[src/design/rectangle_canvas_painter_macros.svh]
// Assertion macros shared by the rectangle canvas painter RTL.
`ifndef RECTANGLE_CANVAS_PAINTER_MACROS_SVH
`define RECTANGLE_CANVAS_PAINTER_MACROS_SVH

// Same-cycle implication, sampled on clock, off while reset is high.
`define RCP_ASSERT_IMP(label, ante, cons, msg) \
   label: assert property (@(posedge clock) disable iff (reset) (ante) |-> (cons)) else $error(msg);

// Next-cycle implication, sampled on clock, off while reset is high.
`define RCP_ASSERT_NXT(label, ante, cons, msg) \
   label: assert property (@(posedge clock) disable iff (reset) (ante) |=> (cons)) else $error(msg);

`endif

[src/design/rcp_pkg.sv]
// Shared constants, codes and control types of the rectangle canvas painter.
package rcp_pkg;

   // Canvas geometry
   localparam int MAX_SIDE   = 256;
   localparam int SIDE_BITS  = $clog2(MAX_SIDE);
   localparam int ADDR_BITS  = 2 * SIDE_BITS;
   localparam int CELLS      = MAX_SIDE * MAX_SIDE;

   // Field widths
   localparam int CFG_BITS       = 9;
   localparam int CHAR_BITS      = 8;
   localparam int COORD_BITS     = 24;
   localparam int FRAC_BITS      = 8;
   localparam int ONE_UNIT       = 1 << FRAC_BITS;
   localparam int BOUND_BITS     = COORD_BITS + 1 - FRAC_BITS;
   localparam int POS_BITS       = 8;
   localparam int CMD_BITS       = 2;
   localparam int STATUS_BITS    = 2;
   localparam int REG_INDEX_BITS = 2;
   localparam int REQ_DATA_BITS  = 128;
   localparam int RSP_DATA_BITS  = 8;

   // Request word layout (tdata), lowest bit first
   localparam int FILLED_LSB = 0;
   localparam int X_LSB      = FILLED_LSB + 1;
   localparam int Y_LSB      = X_LSB + COORD_BITS;
   localparam int W_LSB      = Y_LSB + COORD_BITS;
   localparam int H_LSB      = W_LSB + COORD_BITS;
   localparam int PCH_LSB    = H_LSB + COORD_BITS;
   localparam int RCOL_LSB   = PCH_LSB + CHAR_BITS;
   localparam int RROW_LSB   = RCOL_LSB + POS_BITS;

   // Commands
   localparam logic [CMD_BITS-1:0] CMD_CLEAR = 2'd0;
   localparam logic [CMD_BITS-1:0] CMD_DRAW  = 2'd1;
   localparam logic [CMD_BITS-1:0] CMD_READ  = 2'd2;

   // Status codes
   localparam logic [STATUS_BITS-1:0] ST_OK     = 2'd0;
   localparam logic [STATUS_BITS-1:0] ST_REJECT = 2'd1;
   localparam logic [STATUS_BITS-1:0] ST_RANGE  = 2'd2;

   // Register indexes
   localparam logic [REG_INDEX_BITS-1:0] REG_WIDTH      = 2'd0;
   localparam logic [REG_INDEX_BITS-1:0] REG_HEIGHT     = 2'd1;
   localparam logic [REG_INDEX_BITS-1:0] REG_BACKGROUND = 2'd2;

   // Controller to datapath
   typedef struct packed {
      logic capture;      // latch request word, clear sweep counters
      logic load_bounds;  // register cell bounds of the rectangle
      logic sweep;        // visit one cell, step counters
      logic mem_rd;       // read the requested cell
      logic load_rsp;     // load the response register
   } ctrl_cmd_type;

   // Datapath to controller
   typedef struct packed {
      logic [CMD_BITS-1:0] cmd;
      logic                reject;
      logic                read_oob;
      logic                sweep_last;
   } dp_stat_type;

endpackage

[src/design/rcp_ctrl.sv]
// Controller state machine of the rectangle canvas painter.
module rcp_ctrl
   import rcp_pkg::*;
(
   input  logic         clock,
   input  logic         reset,
   input  logic         req_tvalid,
   output logic         req_tready,
   output logic         rsp_tvalid,
   input  logic         rsp_tready,
   input  dp_stat_type  stat,
   output ctrl_cmd_type cmd
);

   localparam logic [2:0] S_IDLE   = 3'd0;
   localparam logic [2:0] S_DECODE = 3'd1;
   localparam logic [2:0] S_SWEEP  = 3'd2;
   localparam logic [2:0] S_READ   = 3'd3;
   localparam logic [2:0] S_FINISH = 3'd4;

   logic [2:0] state_ff, state_in;
   logic       rsp_valid_ff, rsp_valid_in;
   logic       slot_free;

   // Response register can take a new word
   assign slot_free  = !rsp_valid_ff || rsp_tready;
   assign req_tready = (state_ff == S_IDLE);
   assign rsp_tvalid = rsp_valid_ff;

   // Next state and commands
   always_comb begin
      state_in = state_ff;
      cmd      = '0;
      unique case (state_ff)
         S_IDLE: begin
            if (req_tvalid) begin
               cmd.capture = 1'b1;
               state_in    = S_DECODE;
            end
         end
         S_DECODE: begin
            cmd.load_bounds = 1'b1;
            priority if (stat.cmd == CMD_CLEAR) begin
               state_in = S_SWEEP;
            end else if (stat.cmd == CMD_DRAW) begin
               state_in = stat.reject ? S_FINISH : S_SWEEP;
            end else if (stat.cmd == CMD_READ) begin
               cmd.mem_rd = !stat.read_oob;
               state_in   = stat.read_oob ? S_FINISH : S_READ;
            end else begin
               state_in = S_FINISH;
            end
         end
         S_SWEEP: begin
            cmd.sweep = 1'b1;
            if (stat.sweep_last) begin
               state_in = S_FINISH;
            end
         end
         S_READ: begin
            state_in = S_FINISH;
         end
         S_FINISH: begin
            if (slot_free) begin
               cmd.load_rsp = 1'b1;
               state_in     = S_IDLE;
            end
         end
         default: begin
            state_in = S_IDLE;
         end
      endcase
   end

   // Output valid: load wins over drain
   always_comb begin
      priority if (cmd.load_rsp) begin
         rsp_valid_in = 1'b1;
      end else if (rsp_tready) begin
         rsp_valid_in = 1'b0;
      end else begin
         rsp_valid_in = rsp_valid_ff;
      end
   end

   always_ff @(posedge clock) begin
      if (reset) begin
         state_ff     <= S_IDLE;
         rsp_valid_ff <= 1'b0;
      end else begin
         state_ff     <= state_in;
         rsp_valid_ff <= rsp_valid_in;
      end
   end

endmodule

[config.mk]
export PLATFORM = sky130hd
export DESIGN_NAME = rcp_ctrl
export DESIGN_NICKNAME = d
export VERILOG_FILES = /design/src/design/rectangle_canvas_painter_macros.svh /design/src/design/rcp_pkg.sv /design/src/design/rcp_ctrl.sv
export SDC_FILE = /design/constraint.sdc
export NUM_CORES = 1
export LEC_CHECK = 0
export BUFFER_PORTS_ARGS = -buffer_cell sky130_fd_sc_hd__buf_2
export CORE_AREA = 2 2 39 41
export CTS_BUF_LIST = sky130_fd_sc_hd__clkbuf_4 sky130_fd_sc_hd__clkbuf_8 sky130_fd_sc_hd__clkbuf_16
export DETAILED_ROUTE_END_ITERATION = 6
export DIE_AREA = 0 0 41 43
export GPL_TIMING_DRIVEN = 0
export PLACE_DENSITY_LB_ADDON = 0.12
export SETUP_SLACK_MARGIN = 0.4
export SLEW_MARGIN = 25
export SYNTH_ARGS = -nofsm -noshare
export SYNTH_HDL_FRONTEND = slang
export SYNTH_SLANG_ARGS = --single-unit
[constraint.sdc]
create_clock -name clock -period 1.5 [get_ports clock]
set_clock_uncertainty 0.05 [all_clocks]
set_input_delay 0.225 -clock clock [delete_from_list [all_inputs] [get_ports clock]]
set_output_delay 0.225 -clock clock [all_outputs]
set_load 0.03 [all_outputs]
## Word-level counts from Yosys, hierarchy flattened

Index checks and enable logic that the tools add are counted.

| cells by class | value |
|---|---|
| mux-type cells | 21 |
| equal/unequal tests | 9 |
| reductions and logical operators | 7 |

Operators with widths:

| kind | count |
|---|---|
| $mux W3 | 8 |
| $pmux W3 S5 | 1 |
| $mux W1 | 12 |
| $eq A3 B2 Y1 const B | 2 |
| $ne A2 B2 Y1 const B | 3 |
| $eq A3 B1 Y1 const B | 1 |
| $eq A3 B3 Y1 const B | 1 |
| $logic_not A3 Y1 | 1 |
| $reduce_and A3 Y1 | 1 |
| $eq A2 B1 Y1 const B | 1 |
| $eq A2 B2 Y1 const B | 1 |
| $logic_not A1 Y1 | 2 |
| $logic_not A2 Y1 | 1 |
| $reduce_bool A2 Y1 | 1 |
| $logic_or A1 B1 Y1 | 1 |

| storage, ports and cells | value |
|---|---|
| bits in registers | 4 |
| input port bits | 9 |
| output and inout port bits | 7 |

## Depth between registers and ports, before layout

Gate-level depths: netlist of the first run.

| logic depth | value |
|---|---|
| depth in word-level cells | 5 |
| depth in mapped cells | 4 |

## Least setup slack after synthesis of the first run

Ideal clock, no wire load.

| timing | value |
|---|---|
| kind | input port to output port |
| from | input port stat[1] in the netlist's numbering |
| to | output port cmd[1] in the netlist's numbering |
| stages on the path | 2 |
| required time | 1.225 ns |
| arrival time | 1.650 ns |
| setup slack | -0.425 ns |
| path buffers | 0 |
| cell sequence | or3b_1 nor4b_1 |

RTL lines:

| element | line | text |
|---|---|---|
| start, declared | rcp_ctrl.sv:11 | `input dp_stat_type stat,` |
| end, declared | rcp_ctrl.sv:12 | `output ctrl_cmd_type cmd` |

==> impl_metrics.ini, run 1 <==
[synthesis]
synth_edf_count = 0
ys_types = 26
yosysSeqAreaShare = 0.2500
synth_area_leaders = dfxtp_1 25%, nor3b_1 7.0%, nor4b_1 5.5%
yosys-top-cells-count = 4 x dfxtp_1, 3 x buf_2, 3 x nor3b_1
syn_nets = 48
yosysMostFrequentCell = dfxtp_1
async_flop_share = 0
synth_top_area_cell = dfxtp_1
synth.avg_cell_area_um2 = 8.213
synth_top_cell_area_share = 0.2500
synth_flop_cell = dfxtp_1
synthCells = 39
netlist_area_um2 = 320.3
ys_warn_count = 0
synth_seq_cells = 4

[sta]
finalHoldViolations = 0
setup_ws_ns = 0.04653
fin_crit_ns = 1.453
max_freq_ghz = 0.6880
tns_ns = 0
setup_viol = 0
whs_ns = 0.1633
period_share = 0.9690
slew_headroom = 0.7465
slew_violations = 0
rsz0062_at_grt = yes
worstMarginPinSlew_ns = 0.3795

[setup_path]
critPathKind = primary input to output port
r2r_cells = 6
start_kind = primary input
crit_fanout = 4
critPathRequiredTime_ns = 1.22
cp.arrival_ns = 1.18
cp_slowest_stage_delay_ns = 0.40
worstSetupEndpointType = output port
rrSetupSlack_ns = 0.06
crit_chain = buf_8 -> or3b_4 -> nor4b_4 -> buf_6
cp_slowest_cell = or3b_4

[power_and_ir_drop]
powerDensity_nw_per_um2 = 1050
p_int_mw = 0.5552
p_sw_mw = 0.3067
p_leak_nw = 0.3483
ir_worst_vdd_v = 0.0006360
p_seq_frac = 0.167
power_frac_comb = 0.648
swShare = 0.3558
clkPwrFrac = 0.185

[placed_design]
place_congestion = 0.6571
dp_hpwl_um = 635.3
dp_cells = 70
port_buffers = 15
place_ws_ns = 0.02306

[final_layout]
post-route-util = 0.5931
syn2layout_area_growth_pct = 156.3
n_antenna_cell = 0
instances_no_fill = 89
nNetsFinal = 83
drive_above_1_share = 0.7945
nFillCells = 120

[floorplanning]
dieArea_um2 = 1763
core_um2 = 1384
die_h_um = 43
fp.dieW_um = 41
core.rowCount = 14
io_pins = 16
initial_core_util = 0.2315

[min_path]
worstHoldPathCells = 2
hold_path.class = primary input to flop

[clocking]
ctsHtreeMaxLevel = 1
cts_tree = yes
cts_made_buffers = 3
clk_pin_slew_worst_paths_ns = 0.04
hold_buffers = 0
clock_path_buffers = 2
cts_root_buf = clkbuf_4
cts.sinks = 4
clk_latency_ns = 0.23

[routing]
vias_per_cell = 4.742
wl_per_cell_um = 11.96
antenna_left = 0
route.vias.total = 422
drcViolationCount = 0
dr.first_iter.drc_count = 2
wl_um = 1064
dr.pass1.iters = 2

[global_routing]
grt_max_degree = 8
overflow = 0
top_usage_layer = met2
grt_antenna_before_repair = 0
met1_usage = 0.1923
grt_usage = 0.1424
grt_pass1_wl_um = 1718
met3_usage = 0.04712
grt_pass1_vias = 401
grtUsageMet2 = 0.2188

[run_status]
status = finished, final reports clean

[job]
max-cap-violations = 0
[logic make-up (layout without fill, tap and decap cells)]
family | after synthesis | in the layout | share of synthesized area
flops | 4 | 4 | 0.2500
compound gates | 10 | 10 | 0.2578
buf+inv | 5 | 39 | 0.08202
simple gates | 20 | 20 | 0.4102
[path summary, 6_finish.rpt]
path / from / end
setup / recovery: stat[3] / cmd[1]
setup reg to reg: state_ff[1] / state_ff[2]
hold / removal: reset / state_ff[0]
hold reg to reg: rsp_tvalid / rsp_tvalid
[flip-flops by register name (all words and copies together), names as in the netlist]
signal and count:
state_ff 3, rsp_tvalid 1
[cells in the final DEF (no fill, tap or decap), drive strengths merged, types with 2 or more instances in the layout]
| master | netlist | routed |
|---|---|---|
| a2111oi | 2 | 2 |
| and3 | 2 | 2 |
| buf | 4 | 34 |
| clkbuf | 0 | 4 |
| dfxtp | 4 | 4 |
| nand2 | 2 | 2 |
| nor2 | 2 | 2 |
| nor2b | 2 | 2 |
| nor3 | 3 | 3 |
| nor3b | 3 | 3 |
| nor4b | 2 | 2 |
[stage by stage]
stage,cell area [µm²],power (mW)
4_1_cts,732.0,0.7987
6_report,820.8,0.8619
5_1_grt,820.8,0.9196
3_5_place_dp,511.7,0.4845
2_1_floorplan,416.7,0.4167
3_3_place_gp,511.7,0.4867
[power groups by stage]
stage / sequential (mW) / clock (mW) / combinational (mW)
floorplan: 0.151 / 0 / 0.265
global placement: 0.149 / 0 / 0.337
detailed placement: 0.149 / 0 / 0.336
CTS: 0.144 / 0.168 / 0.487
global route: 0.147 / 0.178 / 0.594
finish: 0.144 / 0.159 / 0.558
[metal layers]
| layer | up-vias | share of wire |
|---|---|---|
| met5 | - | 0 |
| met4 | 0 | 0 |
| met2 | 11 | 0.52 |
| li1 | 218 | - |
| met3 | 0 | 0.048 |
| met1 | 193 | 0.43 |
[cell type report]
class,instances,area [µm²],share of cell area
Timing Repair Buffer,30,256.5,0.3125
Multi-Input combinational cell,30,364.1,0.4436
Sequential cell,4,90.09,0.1098
Tap cell,16,20.02,0.02439
Clock buffer,4,30.03,0.03659
Buffer,4,56.30,0.06860
Inverter,1,3.754,0.004573
[critical path, delay by kind of cell]
kind          cells  cell delay [ns]
simple gates      2             0.69
buf+inv           2             0.26
[what timing repair did]
action,in CTS,in global routing
pin swaps,5,5
cloned,0,0
hold endpoints to repair,0,0
endpoints found under the setup margin,9,9
buffers inserted,11,4
gates resized for setup,26,11
(Power assumes the default switching activity.)
==> inputs of run 2 (changes only) <==
==> constraint.sdc (replaced) <==
create_clock -name clock -period 1.5 [get_ports clock]
set_clock_uncertainty 0.05 [all_clocks]
set_input_delay 0.3 -clock clock [delete_from_list [all_inputs] [get_ports clock]]
set_output_delay 0.3 -clock clock [all_outputs]
set_load 0.03 [all_outputs]
==> run 2 against run 1 <==
Against the previous run:
- routed wire length up 0.75%
- hold slack better by 0.079 ns
- sequential cell count unchanged
- via count down 0.47%
- highest routed layer unchanged
- the run now ends with setup timing left
- clock-buffer cell count unchanged
- global-route usage about the same
- combinational power up 3%
- critical path type unchanged
- sequential power about the same
- largest power group unchanged
==> impl_metrics.ini, run 2 (same netlist as run 1, synthesis figures left out) <==
[setup_path]
critPathKind = primary input to output port
cp.arrival_ns = 1.20
start_kind = primary input
critPathRequiredTime_ns = 1.15
crit_fanout = 4
crit_end = cmd[1]
r2r-end = state_ff[1]
critPathLaunch = stat[3]
rrSetupSlack_ns = 0.17
worstSetupEndpointType = output port
r2r_cells = 6
rr_startpoint = state_ff[0]

[routing]
route.vias.total = 420
dr.pass1.iters = 2
wl_per_cell_um = 12.18
antenna_left = 0
dr.first_iter.drc_count = 1
vias_per_cell = 4.773
drcViolationCount = 0
wl_um = 1072

[sta]
max_freq_ghz = 0.6432
finalHoldViolations = 0
slew_headroom = 0.8019
rsz0062_at_grt = yes
fin_crit_ns = 1.555
setup_ws_ns = -0.05470
slew_violations = 0
worstMarginPinSlew_ns = 0.2940
setup_viol = 3
period_share = 1.036

[final_layout]
largest_register_ffs = 3
stdcell_area_um2 = 833.3
layout_commonest_cell = buf_6
n_antenna_cell = 0
mostFrequentLayoutCells = 19 x buf_6, 6 x buf_4, 5 x buf_2, 4 x clkbuf_4, 3 x dfxtp_4
drive_above_1_share = 0.7917
nNetsFinal = 82
post-route-util = 0.6022
top_register = state_ff
syn2layout_area_growth_pct = 160.2
nFillCells = 112
instances_no_fill = 88

[placed_design]
port_buffers = 15
dp_hpwl_um = 678.2
place_ws_ns = -0.1071
dp_cells = 70
placed_area_um2 = 539.3
place_congestion = 0.6378

[clocking]
clock_path_buffers = 2
cts.sinks = 4
cts_tree = yes
cts_made_buffers = 3
cts_root_buf = clkbuf_4
clk_pin_slew_worst_paths_ns = 0.04
ctsHtreeMaxLevel = 1
clk_latency_ns = 0.24
hold_buffers = 0

[floorplanning]
die_h_um = 43
core_um2 = 1384
initial_core_util = 0.2315
io_pins = 16
fp.dieW_um = 41
dieArea_um2 = 1763
core.rowCount = 14

[power_and_ir_drop]
ir_worst_vdd_v = 0.0005556
powerDensity_nw_per_um2 = 1058
p_leak_nw = 0.3555

[global_routing]
overflow = 0
grt_antenna_before_repair = 0
grt_pass1_vias = 361
grt_pass1_wl_um = 1669
grt_usage = 0.1426
grt_max_degree = 9

[run_status]
violations = setup timing
status = complete, but fails checks

[min_path]
hold_path.class = primary input to flop

[job]
max-cap-violations = 0
[run 2: how the worst min path moves through the flow]
| stage | start | to | slack, ns | depth (start not counted) |
|---|---|---|---|---|
| final | reset | rsp_tvalid | 0.24 | 2 |
| after global routing | reset | rsp_tvalid | 0.24 | 2 |
| after CTS | reset | rsp_tvalid | 0.24 | 2 |
| after detailed placement | reset | state_ff[0] | 0.48 | 2 |
| after global placement | reset | state_ff[0] | 0.48 | 2 |
| after floorplan | reset | rsp_tvalid | 0.31 | 1 |
[run 2: final cells by class]
| class | instances | area, µm² | share of cell area |
|---|---|---|---|
| Buffer | 4 | 61.31 | 0.07357 |
| Clock buffer | 4 | 30.03 | 0.03604 |
| Inverter | 1 | 3.754 | 0.004505 |
| Multi-Input combinational cell | 30 | 352.8 | 0.4234 |
| Sequential cell | 4 | 92.59 | 0.1111 |
| Tap cell | 16 | 20.02 | 0.02402 |
| Timing Repair Buffer | 29 | 272.8 | 0.3273 |
[run 2: layer usage]
metal	global-route usage	routed length, µm
met5	0	0
met2	0.2156	549
met1	0.1865	473
met4	0.04000	0
met3	0.04712	49
[run 2: power by group]
group | leakage [nW] | switching, mW | total [mW] | internal [mW]
Sequential | 0.0353 | 0.0197 | 0.146 | 0.126
Clock | 0.0184 | 0.0443 | 0.162 | 0.118
Combinational | 0.302 | 0.248 | 0.573 | 0.325
Total | 0.356 | 0.312 | 0.881 | 0.569
[run 2: per-stage QoR]
stage	total power, mW	setup TNS [ns]	hold slack (ns)
after global placement	0.5089	-0.09895	0.4810
after floorplan	0.4381	0	0.3094
after global routing	0.9373	-0.2455	0.2352
final	0.8814	-0.09006	0.2425
after detailed placement	0.5078	-0.1071	0.4773
after CTS	0.8743	-0.1220	0.2416
[run 2: worst max-delay path: stages]
cell and delay [ns]:
buf_6 0.10, or3b_4 0.41, nor4b_4 0.21, buf_4 0.19
[run 2: repair_timing]
action | 4_1_cts | 5_1_grt
gates resized for setup | 34 | 5
pin swaps | 8 | 5
setup buffers | 13 | 1
endpoints found under the hold margin | 0 | 0
endpoints found under the setup margin | 10 | 10
